## config.mk

```make
export PLATFORM = sky130hd
export DESIGN_NAME = packet_error_tolerance_monitor
export DESIGN_NICKNAME = d
export VERILOG_FILES = /design/src/hw/rtl/petm_pkg.sv /design/src/hw/rtl/petm_window.sv /design/src/hw/rtl/packet_error_tolerance_monitor.sv
export VERILOG_INCLUDE_DIRS = /design/src /design/src/hw/rtl
export SDC_FILE = /design/constraint.sdc
export NUM_CORES = 1
export LEC_CHECK = 0
export BUFFER_PORTS_ARGS = -buffer_cell sky130_fd_sc_hd__buf_2
export CAP_MARGIN = 20
export CORE_MARGIN = 5
export CORE_UTILIZATION = 40
export CTS_BUF_LIST = sky130_fd_sc_hd__clkbuf_8
export DETAILED_ROUTE_END_ITERATION = 16
export PLACE_DENSITY = 0.61
export SLEW_MARGIN = 20
export SYNTH_ARGS = -nofsm -noshare
export SYNTH_HDL_FRONTEND = slang
export SYNTH_SLANG_ARGS = --single-unit
```

## constraint.sdc

```tcl
create_clock -name clk_i -period 13.76 [get_ports clk_i]
set_input_delay 2.064 -clock clk_i [delete_from_list [all_inputs] [get_ports clk_i]]
set_output_delay 2.064 -clock clk_i [all_outputs]
set_load 0.02 [all_outputs]
```

## src/hw/rtl/assert_macros.svh

```systemverilog
// assertion helpers shared by the rtl
`ifndef ASSERT_MACROS_SVH
`define ASSERT_MACROS_SVH

`ifndef SYNTH

// property must hold at every clock edge outside reset
`define ASSERT_PROP(lbl, prop, clk, rstn) \
  lbl: assert property (@(posedge clk) disable iff (!(rstn)) (prop)) \
    else $error("assertion failed");

// expression must never be true outside reset
`define ASSERT_NEVER(lbl, expr, clk, rstn) \
  lbl: assert property (@(posedge clk) disable iff (!(rstn)) !(expr)) \
    else $error("forbidden condition seen");

`else

`define ASSERT_PROP(lbl, prop, clk, rstn)
`define ASSERT_NEVER(lbl, expr, clk, rstn)

`endif

`endif

```

## src/hw/rtl/petm_pkg.sv

```systemverilog
`timescale 1ns / 1ps
// ----------------------------------------------------------------------------
// petm_pkg
// Shared types and constants of the packet error tolerance monitor.
// ----------------------------------------------------------------------------
package petm_pkg;

  localparam int unsigned WINDOW_PACKETS_DEF   = 10;
  localparam int unsigned MAX_CHECK_LENGTH_DEF = 4095;

  localparam int unsigned CNT_W   = 12;
  localparam int unsigned LEVEL_W = 16;
  localparam int unsigned TOTAL_W = 48;
  localparam int unsigned SLOT_W  = 4;
  localparam int unsigned CFG_W   = 16;

  localparam logic [7:0]         GOOD_BYTE = 8'hFF;
  localparam logic [CNT_W-1:0]   CNT_MAX   = '1;
  localparam logic [LEVEL_W-1:0] TOL_BASE  = 16'd50;
  localparam logic [LEVEL_W-1:0] OVH_BASE  = 16'd100;

  typedef enum logic [1:0] {
    REG_CHECK_LENGTH   = 2'd0,
    REG_TOLERANCE_INIT = 2'd1,
    REG_OVERHEAD_INIT  = 2'd2,
    REG_ADAPTIVE_MODE  = 2'd3
  } cfg_reg_e;

  typedef struct packed {
    logic               done;
    logic [CNT_W-1:0]   min_errs;
    logic [CNT_W-1:0]   max_errs;
    logic [LEVEL_W-1:0] avg;
  } win_stat_t;

endpackage

```

## src/hw/rtl/petm_window.sv

```systemverilog
`timescale 1ns / 1ps
// ----------------------------------------------------------------------------
// petm_window
// Per-window min, max and error sum, with the window average at its close.
// ----------------------------------------------------------------------------
module petm_window #(
  parameter int unsigned WINDOW_PACKETS = petm_pkg::WINDOW_PACKETS_DEF
) (
  input  logic                         clk_i,
  input  logic                         rst_ni,
  input  logic                         update_i,
  input  logic [petm_pkg::CNT_W-1:0]   errs_i,
  output petm_pkg::win_stat_t          stat_o
);

  // floor(sum / WINDOW_PACKETS) as a reciprocal multiply, exact for 16 bit sums
  localparam int unsigned RecipShift = 20;
  localparam int unsigned RecipW     = RecipShift + 1;
  localparam logic [RecipW-1:0] Recip =
    RecipW'(((64'd1 << RecipShift) + 64'(WINDOW_PACKETS) - 64'd1) / 64'(WINDOW_PACKETS));
  localparam logic [petm_pkg::SLOT_W-1:0] WinLen = petm_pkg::SLOT_W'(WINDOW_PACKETS);

  logic [petm_pkg::SLOT_W-1:0]  slot_q, slot_d;
  logic [petm_pkg::LEVEL_W-1:0] sum_q, sum_d;
  logic [petm_pkg::CNT_W-1:0]   min_q, min_d, max_q, max_d;

  logic                                        first;
  logic [petm_pkg::SLOT_W-1:0]                 slot_inc;
  logic [petm_pkg::LEVEL_W+RecipW-1:0]         prod;

  always_comb begin
    first    = (slot_q == '0) || (slot_q >= WinLen);
    slot_inc = (first ? '0 : slot_q) + petm_pkg::SLOT_W'(1);
    if (first) begin
      min_d = errs_i;
      max_d = errs_i;
      sum_d = petm_pkg::LEVEL_W'(errs_i);
    end else begin
      min_d = (errs_i < min_q) ? errs_i : min_q;
      max_d = (errs_i > max_q) ? errs_i : max_q;
      sum_d = sum_q + petm_pkg::LEVEL_W'(errs_i);
    end
    stat_o.done     = (slot_inc >= WinLen);
    slot_d          = stat_o.done ? '0 : slot_inc;
    prod            = (petm_pkg::LEVEL_W+RecipW)'(sum_d) * (petm_pkg::LEVEL_W+RecipW)'(Recip);
    stat_o.min_errs = min_d;
    stat_o.max_errs = max_d;
    stat_o.avg      = stat_o.done ? prod[RecipShift +: petm_pkg::LEVEL_W] : '0;
  end

  always_ff @(posedge clk_i or negedge rst_ni) begin
    if (!rst_ni) begin
      slot_q <= '0;
      sum_q  <= '0;
      min_q  <= '0;
      max_q  <= '0;
    end else if (update_i) begin
      slot_q <= slot_d;
      sum_q  <= sum_d;
      min_q  <= min_d;
      max_q  <= max_d;
    end
  end

endmodule

```

## src/hw/rtl/packet_error_tolerance_monitor.sv

```systemverilog
`timescale 1ns / 1ps
// result path: a last byte's result passes the input register, then the result
// register; other bytes give no result
// throughput: one byte per cycle, stalls only while a finished result waits
// and the next registered byte is also a last byte
// reset: asynchronous, clears all levels, counters, window state and totals
// ----------------------------------------------------------------------------
// packet_error_tolerance_monitor
// Counts byte errors per packet, checks them against an adaptive tolerance,
// keeps a usable byte total and per-window error statistics.
// ----------------------------------------------------------------------------
`include "assert_macros.svh"

module packet_error_tolerance_monitor #(
  parameter int unsigned WINDOW_PACKETS   = petm_pkg::WINDOW_PACKETS_DEF,
  parameter int unsigned MAX_CHECK_LENGTH = petm_pkg::MAX_CHECK_LENGTH_DEF
) (
  input  logic                           clk_i,
  input  logic                           rst_ni,
  // byte channel
  input  logic                           in_valid_i,
  output logic                           in_stall_o,
  input  logic [7:0]                     data_byte_i,
  input  logic                           last_byte_i,
  // result channel
  output logic                           out_valid_o,
  input  logic                           out_stall_i,
  output logic                           pkt_pass_o,
  output logic [petm_pkg::CNT_W-1:0]     error_count_o,
  output logic [petm_pkg::TOTAL_W-1:0]   byte_total_o,
  output logic                           window_done_o,
  output logic [petm_pkg::CNT_W-1:0]     window_min_o,
  output logic [petm_pkg::CNT_W-1:0]     window_max_o,
  output logic [petm_pkg::CNT_W-1:0]     window_avg_o,
  output logic [petm_pkg::LEVEL_W-1:0]   tolerance_now_o,
  output logic [petm_pkg::LEVEL_W-1:0]   overhead_now_o,
  // configuration
  input  logic                           cfg_valid_i,
  output logic                           cfg_ready_o,
  input  logic [1:0]                     cfg_index_i,
  input  logic [petm_pkg::CFG_W-1:0]     cfg_data_i
);

  localparam logic [petm_pkg::LEVEL_W-1:0] MaxLen = petm_pkg::LEVEL_W'(MAX_CHECK_LENGTH);

  // config and state
  logic [petm_pkg::CNT_W-1:0]   check_len_q, check_len_d;
  logic                         adaptive_q, adaptive_d;
  logic [petm_pkg::LEVEL_W-1:0] tol_q, tol_d, ovh_q, ovh_d;
  logic [petm_pkg::CNT_W-1:0]   pos_q, pos_d, perr_q, perr_d;
  logic [petm_pkg::TOTAL_W-1:0] total_q, total_d;

  // input stage
  logic       s1_valid_q, s1_valid_d;
  logic [7:0] s1_data_q;
  logic       s1_last_q;
  logic       s1_go, fire, in_accept, close_pkt;

  // result stage
  logic                         out_valid_q, out_valid_d;
  logic                         r_ok_q, r_done_q;
  logic [petm_pkg::CNT_W-1:0]   r_errs_q, r_min_q, r_max_q, r_avg_q;
  logic [petm_pkg::TOTAL_W-1:0] r_total_q;
  logic [petm_pkg::LEVEL_W-1:0] r_tol_q, r_ovh_q;

  // byte checks
  logic [petm_pkg::CNT_W-1:0]   len, perr_inc, errs;
  logic [petm_pkg::CNT_W:0]     count, gap;
  logic [petm_pkg::CNT_W+1:0]   errs_sum;
  logic                         ok;
  logic [petm_pkg::LEVEL_W:0]   tol_calc, ovh_calc;
  logic                         cfg_we;
  petm_pkg::cfg_reg_e           cfg_reg;
  petm_pkg::win_stat_t          stat;

  assign cfg_ready_o = 1'b1;
  assign cfg_we      = cfg_valid_i && cfg_ready_o;
  assign cfg_reg     = petm_pkg::cfg_reg_e'(cfg_index_i);

  // a non-last byte never needs the result register
  assign s1_go      = !s1_last_q || !out_valid_q || !out_stall_i;
  assign fire       = s1_valid_q && s1_go;
  assign close_pkt  = fire && s1_last_q;
  assign in_stall_o = s1_valid_q && !s1_go;
  assign in_accept  = in_valid_i && !in_stall_o;

  always_comb begin
    len      = ({4'b0, check_len_q} > MaxLen) ? MaxLen[petm_pkg::CNT_W-1:0] : check_len_q;
    perr_inc = perr_q;
    if ((pos_q < len) && (s1_data_q != petm_pkg::GOOD_BYTE) && (perr_q != petm_pkg::CNT_MAX)) begin
      perr_inc = perr_q + petm_pkg::CNT_W'(1);
    end
    // positions past the packet end, up to the check length, count as errors
    count    = {1'b0, pos_q} + (petm_pkg::CNT_W+1)'(1);
    gap      = ({1'b0, len} > count) ? ({1'b0, len} - count) : '0;
    errs_sum = {2'b0, perr_inc} + {1'b0, gap};
    errs     = (errs_sum > {2'b0, petm_pkg::CNT_MAX}) ? petm_pkg::CNT_MAX
                                                     : errs_sum[petm_pkg::CNT_W-1:0];
    ok       = ({4'b0, errs} <= tol_q);
    tol_calc = {stat.avg, 1'b0} + {1'b0, petm_pkg::TOL_BASE};
    ovh_calc = {tol_calc[petm_pkg::LEVEL_W-2:0], 1'b0} + {1'b0, petm_pkg::OVH_BASE};

    pos_d       = pos_q;
    perr_d      = perr_q;
    total_d     = total_q;
    tol_d       = tol_q;
    ovh_d       = ovh_q;
    check_len_d = check_len_q;
    adaptive_d  = adaptive_q;

    if (fire) begin
      if (s1_last_q) begin
        pos_d  = '0;
        perr_d = '0;
        if (ok && ({4'b0, len} > ovh_q)) begin
          total_d = total_q + petm_pkg::TOTAL_W'(len - ovh_q[petm_pkg::CNT_W-1:0]);
        end
        if (stat.done && adaptive_q) begin
          tol_d = tol_calc[petm_pkg::LEVEL_W-1:0];
          ovh_d = ovh_calc[petm_pkg::LEVEL_W-1:0];
        end
      end else begin
        pos_d  = (pos_q == petm_pkg::CNT_MAX) ? pos_q : pos_q + petm_pkg::CNT_W'(1);
        perr_d = perr_inc;
      end
    end

    if (cfg_we) begin
      unique case (cfg_reg)
        petm_pkg::REG_CHECK_LENGTH:   check_len_d = cfg_data_i[petm_pkg::CNT_W-1:0];
        petm_pkg::REG_TOLERANCE_INIT: tol_d       = cfg_data_i;
        petm_pkg::REG_OVERHEAD_INIT:  ovh_d       = cfg_data_i;
        petm_pkg::REG_ADAPTIVE_MODE:  adaptive_d  = cfg_data_i[0];
      endcase
    end

    s1_valid_d = in_accept ? 1'b1 : (s1_go ? 1'b0 : s1_valid_q);
    out_valid_d = close_pkt ? 1'b1 : (out_stall_i ? out_valid_q : 1'b0);
  end

  petm_window #(
    .WINDOW_PACKETS (WINDOW_PACKETS)
  ) u_window (
    .clk_i    (clk_i),
    .rst_ni   (rst_ni),
    .update_i (close_pkt),
    .errs_i   (errs),
    .stat_o   (stat)
  );

  always_ff @(posedge clk_i or negedge rst_ni) begin
    if (!rst_ni) begin
      check_len_q <= '0;
      adaptive_q  <= 1'b0;
      tol_q       <= '0;
      ovh_q       <= '0;
      pos_q       <= '0;
      perr_q      <= '0;
      total_q     <= '0;
      s1_valid_q  <= 1'b0;
      out_valid_q <= 1'b0;
    end else begin
      check_len_q <= check_len_d;
      adaptive_q  <= adaptive_d;
      tol_q       <= tol_d;
      ovh_q       <= ovh_d;
      pos_q       <= pos_d;
      perr_q      <= perr_d;
      total_q     <= total_d;
      s1_valid_q  <= s1_valid_d;
      out_valid_q <= out_valid_d;
    end
  end

  // payload registers
  always_ff @(posedge clk_i) begin
    if (in_accept) begin
      s1_data_q <= data_byte_i;
      s1_last_q <= last_byte_i;
    end
    if (close_pkt) begin
      r_ok_q    <= ok;
      r_errs_q  <= errs;
      r_total_q <= total_d;
      r_done_q  <= stat.done;
      r_min_q   <= stat.min_errs;
      r_max_q   <= stat.max_errs;
      r_avg_q   <= stat.avg[petm_pkg::CNT_W-1:0];
      r_tol_q   <= tol_d;
      r_ovh_q   <= ovh_d;
    end
  end

  assign out_valid_o     = out_valid_q;
  assign pkt_pass_o      = r_ok_q;
  assign error_count_o   = r_errs_q;
  assign byte_total_o    = r_total_q;
  assign window_done_o   = r_done_q;
  assign window_min_o    = r_min_q;
  assign window_max_o    = r_max_q;
  assign window_avg_o    = r_avg_q;
  assign tolerance_now_o = r_tol_q;
  assign overhead_now_o  = r_ovh_q;

  `ASSERT_PROP(a_result_from_last, $rose(out_valid_q) |-> $past(s1_valid_q && s1_last_q), clk_i, rst_ni)
  `ASSERT_PROP(a_packet_restart, close_pkt |=> (pos_q == '0 && perr_q == '0), clk_i, rst_ni)
  `ASSERT_PROP(a_hold_last_beat, (out_valid_q && out_stall_i && s1_valid_q && s1_last_q) |-> in_stall_o, clk_i, rst_ni)
  `ASSERT_NEVER(a_avg_only_at_close, out_valid_q && !r_done_q && (r_avg_q != '0), clk_i, rst_ni)

endmodule

```

# ---- Word-level counts from Yosys, hierarchy flattened
# Cells that the tools add are included.
dict set report word_totals {
  reg_bits 302
  input_bits 32
  elab_cells 106
  output_inout_bits 133
}
dict set report op_classes {
  mul 1
  reduce_logical 22
  addsub 11
  n_eq_ne 8
  n_lt_le_gt_ge 9
  n_mux 31
}
# operator count
set op_table {}
lappend op_table {{$mux 16} 11}
lappend op_table {{$mux 48} 3}
lappend op_table {{$mux 12} 9}
lappend op_table {{$add 48x48->48} 1}
lappend op_table {{$mul 16x16->32 const B} 1}
lappend op_table {{$mux 13} 2}
lappend op_table {{$add 12x1->12 const B} 2}
lappend op_table {{$lt 12x12->1} 2}
lappend op_table {{$add 16x12->16} 1}
lappend op_table {{$add 16x6->16 const B} 1}
lappend op_table {{$add 16x7->16 const B} 1}
lappend op_table {{$gt 12x16->1} 1}
lappend op_table {{$le 12x16->1} 1}
lappend op_table {{$add 12x13->14} 1}
lappend op_table {{$gt 14x12->1 const B} 1}
lappend op_table {{$add 12x1->13 const B} 1}
lappend op_table {{$gt 12x13->1} 1}
lappend op_table {{$sub 12x12->13} 1}
lappend op_table {{$sub 12x13->13} 1}
lappend op_table {{$eq 12x12->1 const B} 1}
lappend op_table {{$gt 12x12->1} 1}
lappend op_table {{$ne 12x12->1 const B} 1}
lappend op_table {{$ge 4x4->1 const B} 2}
lappend op_table {{$logic_and 1x1->1} 8}
lappend op_table {{other kinds (14)} 27}

# ---- Logic depth before layout (Yosys ltp)
# Gate-level depths: netlist (run 1).
dict set report depth {
  ltp_word 18
  ltp_mapped 70
  depth_no_buf 69
}

# ---- By module
# A second synthesis (run 1) with hierarchy kept.
dict set report hier_totals {
  hier_cells 2369
  area_unflattened_um2 23115.9
}
# mod instances area_per_inst_um2 cells_per_inst seq_area_each_um2
set by_module_without_submodules {}
lappend by_module_without_submodules {packet_error_tolerance_monitor 1 15036.9 1507 7151.9}
lappend by_module_without_submodules {petm_window 1 8079.0 862 1101.1}

# ---- Worst setup path before layout (run 1)
# OpenSTA, ideal clock, no wires.
dict set report synth_timing {
  path_type {reg2reg}
  startpoint {register check_len_q[1] (netlist bit)}
  endpoint {register r_ovh_q, in the netlist overhead_now_o[12], data pin}
  path_slack_ns -0.747
  path_stages_with_launch 68
  required_time_ns 13.575
  arrival_ns 14.322
  setup_time_ns 0.185
  path_buffers 2
  period_less_slack_ns 14.507
  path_cell_list {dfrtp_1 -> inv_1 -> ha_1 -> nor2b_1 -> o21a_1 -> o21a_1 -> o21a_1 -> o21a_1 -> o21a_1 -> o21a_1 -> o21a_1 -> o21a_1 -> o211ai_1 -> and2_1 -> clkbuf_1 -> mux2_2 -> ha_1 -> a211oi_1 -> [32 not listed] -> nand2_1 -> o21ai_0 -> or4_1 -> a21oi_1 -> a21o_1 -> xor2_1 -> nand2b_1 -> inv_1 -> ha_1 -> inv_1 -> a31oi_1 -> nor4_1 -> nor2_1 -> xnor2_1 -> or3_4 -> or4_1 -> xnor2_1 -> a211oi_1}
}
dict set report synth_between {
  elab_chain_cells 18
  elab_cells_between_ends 21
  cone_classes {add/sub: 5; mul: 1; order compare: 3; mux: 10; reduce/logical: 2}
}
# element line_no
set synth_rtl {}
lappend synth_rtl {{start, declared} packet_error_tolerance_monitor.sv:47} ;# logic [petm_pkg::CNT_W-1:0] check_len_q, check_len_d;
lappend synth_rtl {{start signal, assigned} packet_error_tolerance_monitor.sv:163} ;# check_len_q <= check_len_d;
lappend synth_rtl {{$lt 12x12->1} packet_error_tolerance_monitor.sv:90} ;# if ((pos_q < len) && (s1_data_q != petm_pkg::GOOD_BYTE) && (perr_q != petm_pkg::CNT_MAX)) begin
lappend synth_rtl {{$logic_and 1x1->1 (2 in a row)} packet_error_tolerance_monitor.sv:90}
lappend synth_rtl {{$mux 12} packet_error_tolerance_monitor.sv:90}
lappend synth_rtl {{$add 12x13->14 (*)} packet_error_tolerance_monitor.sv:96} ;# errs_sum = {2'b0, perr_inc} + {1'b0, gap};
lappend synth_rtl {{$gt 14x12->1} packet_error_tolerance_monitor.sv:97} ;# errs = (errs_sum > {2'b0, petm_pkg::CNT_MAX}) ? petm_pkg::CNT_MAX
lappend synth_rtl {{$mux 12 (*)} packet_error_tolerance_monitor.sv:97}
lappend synth_rtl {{net errs, one bit} packet_error_tolerance_monitor.sv:67} ;# logic [petm_pkg::CNT_W-1:0] len, perr_inc, errs;
lappend synth_rtl {{$add 16x12->16 (*)} petm_window.sv:41} ;# sum_d = sum_q + petm_pkg::LEVEL_W'(errs_i);
lappend synth_rtl {{[1 not listed]} --}
lappend synth_rtl {{net u_window.sum_d, one bit} petm_window.sv:24} ;# logic [petm_pkg::LEVEL_W-1:0] sum_q, sum_d;
lappend synth_rtl {{[2 not listed]} --}
lappend synth_rtl {{$add 16x6->16 (*)} packet_error_tolerance_monitor.sv:100} ;# tol_calc = {stat.avg, 1'b0} + {1'b0, petm_pkg::TOL_BASE};
lappend synth_rtl {{$add 16x7->16 (*)} packet_error_tolerance_monitor.sv:101} ;# ovh_calc = {tol_calc[petm_pkg::LEVEL_W-2:0], 1'b0} + {1'b0, petm_pkg::OVH_BASE};
lappend synth_rtl {{$mux 16 (*)} packet_error_tolerance_monitor.sv:118} ;# if (stat.done && adaptive_q) begin
lappend synth_rtl {{$mux 16 (*)} packet_error_tolerance_monitor.sv:112} ;# if (s1_last_q) begin
lappend synth_rtl {{$mux 16 (*)} packet_error_tolerance_monitor.sv:111} ;# if (fire) begin
lappend synth_rtl {{$mux 16} packet_error_tolerance_monitor.sv:129} ;# unique case (cfg_reg)
lappend synth_rtl {{$mux 16 (*)} packet_error_tolerance_monitor.sv:128} ;# if (cfg_we) begin
lappend synth_rtl {{net ovh_d, one bit} packet_error_tolerance_monitor.sv:49} ;# logic [petm_pkg::LEVEL_W-1:0] tol_q, tol_d, ovh_q, ovh_d;
lappend synth_rtl {{end signal, assigned} packet_error_tolerance_monitor.sv:190} ;# r_ovh_q <= ovh_d;
lappend synth_rtl {{end, declared} packet_error_tolerance_monitor.sv:64} ;# logic [petm_pkg::LEVEL_W-1:0] r_tol_q, r_ovh_q;
# The timed path passes the listed nets; every way through them passes the cells marked *.
# A chain may end at the register's enable or synchronous reset.

==> results of run 1 <==
[layer usage]
metal | vias to the layer above | routed length (um) | GRT usage
li1 | 8916 | - | -
met1 | 9070 | 29300 | 0.282
met2 | 479 | 32500 | 0.366
met3 | 147 | 3330 | 0.0302
met4 | 0 | 2730 | 0.0819
met5 | - | 0 | 0
[worst max-delay path, delay by kind of cell (launching register included)]
family                   cells  cell delay, ns
AO/OA/AOI/OAI               24            4.45
buffers and inverters        7            0.58
flip-flops                   1            0.41
XOR/XNOR                     4            0.56
adder cells (fa/ha/maj)     11            3.73
AND/OR/NAND/NOR             18            3.89
[sequential cells by signal, indices dropped and copies added, names as in the netlist, 16 cells and up]
register / count
u_window.sum_q: 16
tolerance_now_o: 16
tol_q: 16
overhead_now_o: 16
ovh_q: 16
byte_total_o: 48
total_q: 48
[stage by stage]
step,util,std cells,TNS [ns],worst slack [ns],hold WS (ns)
floorplan,-,2250,0,0.0224,0.440
global placement,0.469,3394,-1.71,-0.310,0.463
detailed placement,0.469,3394,-5.51,-0.521,0.477
CTS,0.494,3506,0,0.00829,0.490
global route,0.511,3532,-8.46,-0.617,0.492
finish,0.511,3533,-0.0396,-0.0396,0.482
[cell families (layout without fill, tap and decap cells)]
family | after synthesis | after routing | synth area share
AO/OA/AOI/OAI | 550 | 550 | 0.156
XOR/XNOR | 152 | 152 | 0.0591
adder cells (fa/ha/maj) | 360 | 360 | 0.226
buffers and inverters | 285 | 811 | 0.0477
flip-flops | 302 | 302 | 0.367
multiplexers | 64 | 64 | 0.0320
other | 1 | 2 | 0.000167
AND/OR/NAND/NOR | 536 | 536 | 0.113
[worst paths after layout]
kind                                 from            endpoint  cells after the start
max                        check_len_q[1]  overhead_now_o[12]                     64
min                           total_q[47]         total_q[47]                      1
max reg2reg                check_len_q[1]  overhead_now_o[12]                     64
min reg2reg                   total_q[47]         total_q[47]                      1
max in group asynchronous          rst_ni           ovh_q[13]                      3
min in group asynchronous          rst_ni           pos_q[10]                      1
[final cells by class]
cell class / instances / area share
antenna: 1 / 0.0000874
tap: 756 / 0.0330
multi-input combinational: 1663 / 0.499
clock inverter: 39 / 0.00769
timing repair buffer: 482 / 0.114
sequential: 302 / 0.288
clock buffer: 55 / 0.0264
inverter: 235 / 0.0311
[timing repair]
item                                   CTS  global route
resized for setup                       62           138
endpoints found under the hold margin    0             0
setup buffers                           18            27
setup endpoints to repair               31            45
pin swaps                               62           103
[synthesized netlist by cell type (5+ instances only)]
| cell type | count | area, um2 |
|---|---|---|
| xnor2_1 | 94 | 823 |
| nor2_1 | 135 | 507 |
| a31oi_1 | 23 | 144 |
| nand2b_1 | 21 | 131 |
| o21a_1 | 33 | 248 |
| mux2_2 | 63 | 709 |
| o21bai_1 | 18 | 135 |
| edfxtp_1 | 139 | 4170 |
| a21o_1 | 60 | 450 |
| and3_1 | 24 | 150 |
| o31ai_1 | 13 | 97.6 |
| nor2b_1 | 20 | 125 |
| inv_1 | 234 | 878 |
| a211oi_1 | 13 | 97.6 |
| fa_1 | 78 | 1560 |
| a41oi_1 | 5 | 43.8 |
| nor4_1 | 9 | 56.3 |
| a211o_1 | 5 | 43.8 |
| nand3_1 | 30 | 150 |
| a21oi_1 | 150 | 751 |
| or3_1 | 8 | 50.1 |
| a22o_1 | 8 | 70.1 |
| ha_1 | 282 | 3530 |
| nor3_1 | 20 | 100 |
| and2_1 | 12 | 75.1 |
| nand2_1 | 200 | 751 |
| dfrtp_1 | 163 | 4080 |
| xor2_1 | 58 | 508 |
| or2_2 | 5 | 31.3 |
| o211ai_1 | 9 | 67.6 |
| o21ai_0 | 160 | 801 |
| nand4_1 | 25 | 156 |
| clkbuf_1 | 45 | 169 |
==> metrics.md, run 1 <==
| Metric | Value |
|---|---|
| Initial antenna violation count | `0` |
| Worst hold path type | `flop to flop` |
| YS warnings | `0` |
| Most common cell after layout, fill and taps aside | `buf_4` |
| Setup ws final | `-0.0396 ns` |
| CTS Sinks | `around 300` |
| DR pass1 iterations | `5` |
| Global-route wire length before repair | `103,000 um` |
| Async set-or-reset flop fraction in the synthesized netlist | `0.540` |
| Startpoint Class | `flop` |
| CP Class | `flop to flop` |
| Gr usage total | `0.216` |
| Initial Utilization | `0.402` |
| Vias in the first global route | `between 15,000 and 20,000` |
| Mapped Cells | `2,250` |
| DRT Wirelength | `just under 70,000 um` |
| Cell variety after synth | `86` |
| # H-tree levels | `2` |
| Core area | `0.0561 mm2` |
| Max-cap violations | `0` |
| Setup crit end kind | `flop` |
| Crit-path max FO | `4` |
| #FFs+latches synth | `~300` |
| Crit-path most repeated cell | `o21a_1` |
| CTS tree | `done` |
| Number of routed nets with antenna violations | `0` |
| DR vias | `roughly 19,000` |
| Crit-path slowest cell | `or4b_4` |
| Status | `finished, violations left` |
| Chip width | `around 250 um` |
| Post-synthesis sequential area ratio | `0.367` |
| Placed cell areas | `0.0263 mm2` |
| Layout fillers | `5,137` |
| Hold buffer count at cts | `0` |
| Largest net degree at the start of global routing | `77` |
| Multi-input gate area | `0.0143 mm2` |
| Failing checks | `negative setup slack` |
| TritonCTS buffer count | `51` |
| PortBufs | `163` |
| Routed len/inst | `19.2 um` |
| Slew headroom | `0.390` |
| Layout cells sized above 1 | `0.289` |
| Final Net Count | `3,127` |
| Synth Area per Inst | `10.0 um2` |
| Later-pin clock latency in the skew report | `about 0.64 ns` |
| Tmin final | `13.80 ns` |
| Routability-driven placement congestion ratio | `0.956` |
| Mapped Area | `0.0225 mm2` |
| Reg clk slew, reported paths | `0.06 ns` |
| Final period utilization | `1.00` |
| Final instance area | `0.0286 mm2` |
| 1st-iter DRT viols | `about 1,000` |
| Worst Path Required | `14.20 ns` |
| Post-synth EDFFs | `~140` |
| Worst Tran Pin Value | `0.914 ns` |
| Unrepaired setup endpoints after global routing | `yes` |
| Most frequent cells in the layout | `buf_4 (308), ha_1 (260), inv_1 (237)` |
| HPWL after DPL | `52,900 um` |
| Crit-path max cell delay | `0.53 ns` |
| Ys flop type | `dfrtp_1` |
| Setup-failing EPs final | `1` |
| GR Overflow Total | `0` |
| Longest Clk Path Bufs | `3` |
| Critical Path AT | `between 10 and 15 ns` |
| Final Skew | `0.0336 ns` |
| Fmax | `0.0725 GHz` |
| DRC | `0` |
| I/O pin count | `165` |
| R2r setup slk | `-0.04 ns` |
| Vias per inst | `5.27` |
| Num rows | `87` |
| Die area | `about 0.061 mm2` |
| Root Buffer | `clkbuf_8` |
| Pins Over Slew Limit | `0` |
| Syn Nets | `2,642` |
| Area Overhead vs Synth | `27.2%` |
| Endpoints failing hold | `0` |
| FF/Latch Area | `0.00825 mm2` |
| Die Ht | `247 um` |
Power of run 1 is not shown: default switching activity piles up to over one toggle a cycle in this logic, so the estimate is an artifact.
==> inputs of run 2 (changes only) <==
GPL_TIMING_DRIVEN = 0   (was default)
==> run 2 against run 1 <==
The run still ends with negative setup slack left. First-iteration DRC count rose by 3.9%. Clock skew shrank 0.00099 ns. Sequential share of layout area rose by 0.51 points. Core utilization is 0.87 points lower. Worst setup slack worse by 0.25 ns. Design area shrank 1.7%. Non-clock buffer count shrank 147. Flip-flop and latch count unchanged. Cell count down 4.1%. Critical endpoint unchanged. Highest routed layer unchanged.
==> metrics.md, run 2 (synthesis gave the netlist of run 1 again) <==
| Metric | Value |
|---|---|
| Delay-heaviest family, CP | `compound AO/OA/AOI/OAI gates` |
| Area Overhead vs Synth | `25.0%` |
| Fmax | `0.0712 GHz (-1.8%)` |
| DRC | `0 (unchanged)` |
| Number of routed nets with antenna violations | `0 (unchanged)` |
| 1st-iter DRT viols | `1,071 (+3.9%)` |
| Crit-path max FO | `7 (+3)` |
| Status | `finished, violations left` |
| Crit-path slowest cell | `fa_2` |
| Setup crit end kind | `flop` |
| Endpoints failing hold | `0 (unchanged)` |
| Crit-path max cell delay | `0.56 ns (+0.03 ns)` |
| Tmin final | `14.05 ns (+0.247 ns)` |
| CP bufs+invs | `11 (+4)` |
| Failing checks | `negative setup slack` |
| Initial antenna violation count | `0 (unchanged)` |
| Max-cap violations | `0 (unchanged)` |
| CTS tree | `done` |
| Total negative setup slack | `-2.24 ns (-2.20 ns)` |
| Root Buffer | `clkbuf_8` |
| Layout fillers | `4,989 (-2.9%)` |
| Layout cells sized above 1 | `0.251 (-0.0377)` |
| Initial Utilization | `0.402 (unchanged)` |
| Reg clk slew, reported paths | `0.06 ns (about the same)` |
| Routability-driven placement congestion ratio | `0.933 (-2.5%)` |
| Vias per inst | `5.39 (+2.3%)` |
| Final period utilization | `1.02 (+0.0179)` |
| Worst hold path type | `flop to flop` |
| Startpoint Class | `flop` |
| Final instance area | `0.0281 mm2 (-1.7%)` |
| Placed cell areas | `0.0245 mm2 (-6.8%)` |
| Chip width | `247 um (unchanged)` |
| Cells after DPL | `3,174 (-6.5%)` |
| TritonCTS buffer count | `51 (unchanged)` |
| CP Class | `flop to flop` |
| # H-tree levels | `2 (unchanged)` |
| Setup-failing EPs final | `16 (+15)` |
| CTS Sinks | `302 (unchanged)` |
| Largest net degree at the start of global routing | `85 (+10%)` |
| Worst Tran Pin Value | `1.11 ns (+0.192 ns)` |
| Setup ws final | `-0.287 ns (-0.247 ns)` |
| DR vias | `18,300 (-1.9%)` |
| PortBufs | `163 (unchanged)` |
| Core area | `0.0561 mm2 (unchanged)` |
| Global-route wire length before repair | `102,000 um (-1.6%)` |
| Routed len/inst | `19.4 um (+0.98%)` |
| Slew headroom | `0.261 (-0.129)` |
| DRT Wirelength | `65,600 um (-3.2%)` |
| I/O pin count | `165 (unchanged)` |
| Most common cell after layout, fill and taps aside | `ha_1` |
| Longest Clk Path Bufs | `3 (unchanged)` |
| HPWL after DPL | `49,200 um (-7.0%)` |
| Crit-path most repeated cell | `o21a_1` |
| Vias in the first global route | `18,400 (-2.0%)` |
| Die Ht | `247 um (unchanged)` |
| DR pass1 iterations | `8 (+3)` |
| Final Net Count | `2,980 (-4.7%)` |
| Unrepaired setup endpoints after global routing | `yes` |
| Final std cells w/o fill | `3,388 (-4.1%)` |
| Gr usage total | `0.209 (-0.00731)` |
| Num rows | `87 (unchanged)` |
| Later-pin clock latency in the skew report | `0.65 ns (about the same)` |
| GR Overflow Total | `0 (unchanged)` |
| Die area | `0.0611 mm2 (unchanged)` |
| Most frequent cells in the layout | `ha_1 (253), inv_1 (226), nand2_1 (191)` |
| Worst Path Required | `14.21 ns (about the same)` |
| Pins Over Slew Limit | `0 (unchanged)` |
| Final Skew | `0.0326 ns (-0.000992 ns)` |
| Critical Path AT | `14.50 ns (+0.26 ns)` |
==> run 2: cell count changes in the layout (fill, tap and decap cells not counted), moves of 6 or more <==
cell       delta
bufinv_16    +12
inv_1        -11
nor2_1        -6
ha_4          +8
nor2_4       +10
buf_4       -202
o21ai_0       -6
ha_1          -7
clkbuf_1     +38
a21oi_2       +7
==> run 2: area by class of cell <==
cell class | instances | area (um2) | area share
Tap cell | 756 | 946 | 0.0336
Inverter | 235 | 898 | 0.0319
Clock inverter | 43 | 572 | 0.0203
Clock buffer | 53 | 729 | 0.0259
Buffer | 47 | 199 | 0.00707
Multi-Input combinational cell | 1663 | 14600 | 0.520
Timing Repair Buffer | 288 | 1910 | 0.0679
Sequential cell | 302 | 8260 | 0.293
Antenna cell | 1 | 2.50 | 0.0000889
==> run 2: worst register-to-register path, delay by kind of cell (launching register included) <==
family | cells | cell delay [ns]
compound gates | 22 | 4.09
fa+ha+maj | 11 | 3.70
simple gates | 18 | 3.57
buf+inv | 11 | 1.12
xor+xnor | 5 | 0.94
flops | 1 | 0.42
==> run 2: per-layer routing <==
| layer | vias to the layer above | track usage | routed length [um] |
|---|---|---|---|
| met2 | 531 | 0.359 | 32000 |
| met3 | 131 | 0.0246 | 3300 |
| li1 | 8647 | - | - |
| met1 | 8954 | 0.276 | 28200 |
| met5 | - | 0 | 0 |
| met4 | 0 | 0.0643 | 2140 |
==> run 2: path summary, 6_finish.rpt <==
path,startpoint,endpoint,slack [ns],cells after the start
max in group asynchronous,rst_ni,u_window.sum_q[2],11.42,2
worst min register to register,total_q[47],total_q[47],0.47,1
worst min-delay path,total_q[47],total_q[47],0.47,1
worst max register to register,check_len_q[1],overhead_now_o[12],-0.29,67
worst max-delay path,check_len_q[1],overhead_now_o[12],-0.29,67
min in group asynchronous,rst_ni,total_q[8],1.44,1
==> run 2: metrics by stage <==
stage / util / worst slack, ns / hold slack [ns]
after floorplan: - / 0.0224 / 0.440
after global placement: 0.434 / -2.52 / 0.459
after detailed placement: 0.437 / -2.74 / 0.460
after CTS: 0.484 / -0.228 / 0.472
after global routing: 0.502 / -0.903 / 0.512
final: 0.502 / -0.287 / 0.472
==> run 2: timing repair <==
action / in CTS / in global routing
buffers inserted: 66 / 54
pin swaps: 84 / 80
hold buffers: 0 / 0
gates resized for setup: 178 / 114
endpoints found under the setup margin: 66 / 48
Power of run 2 is left out for the same reason.
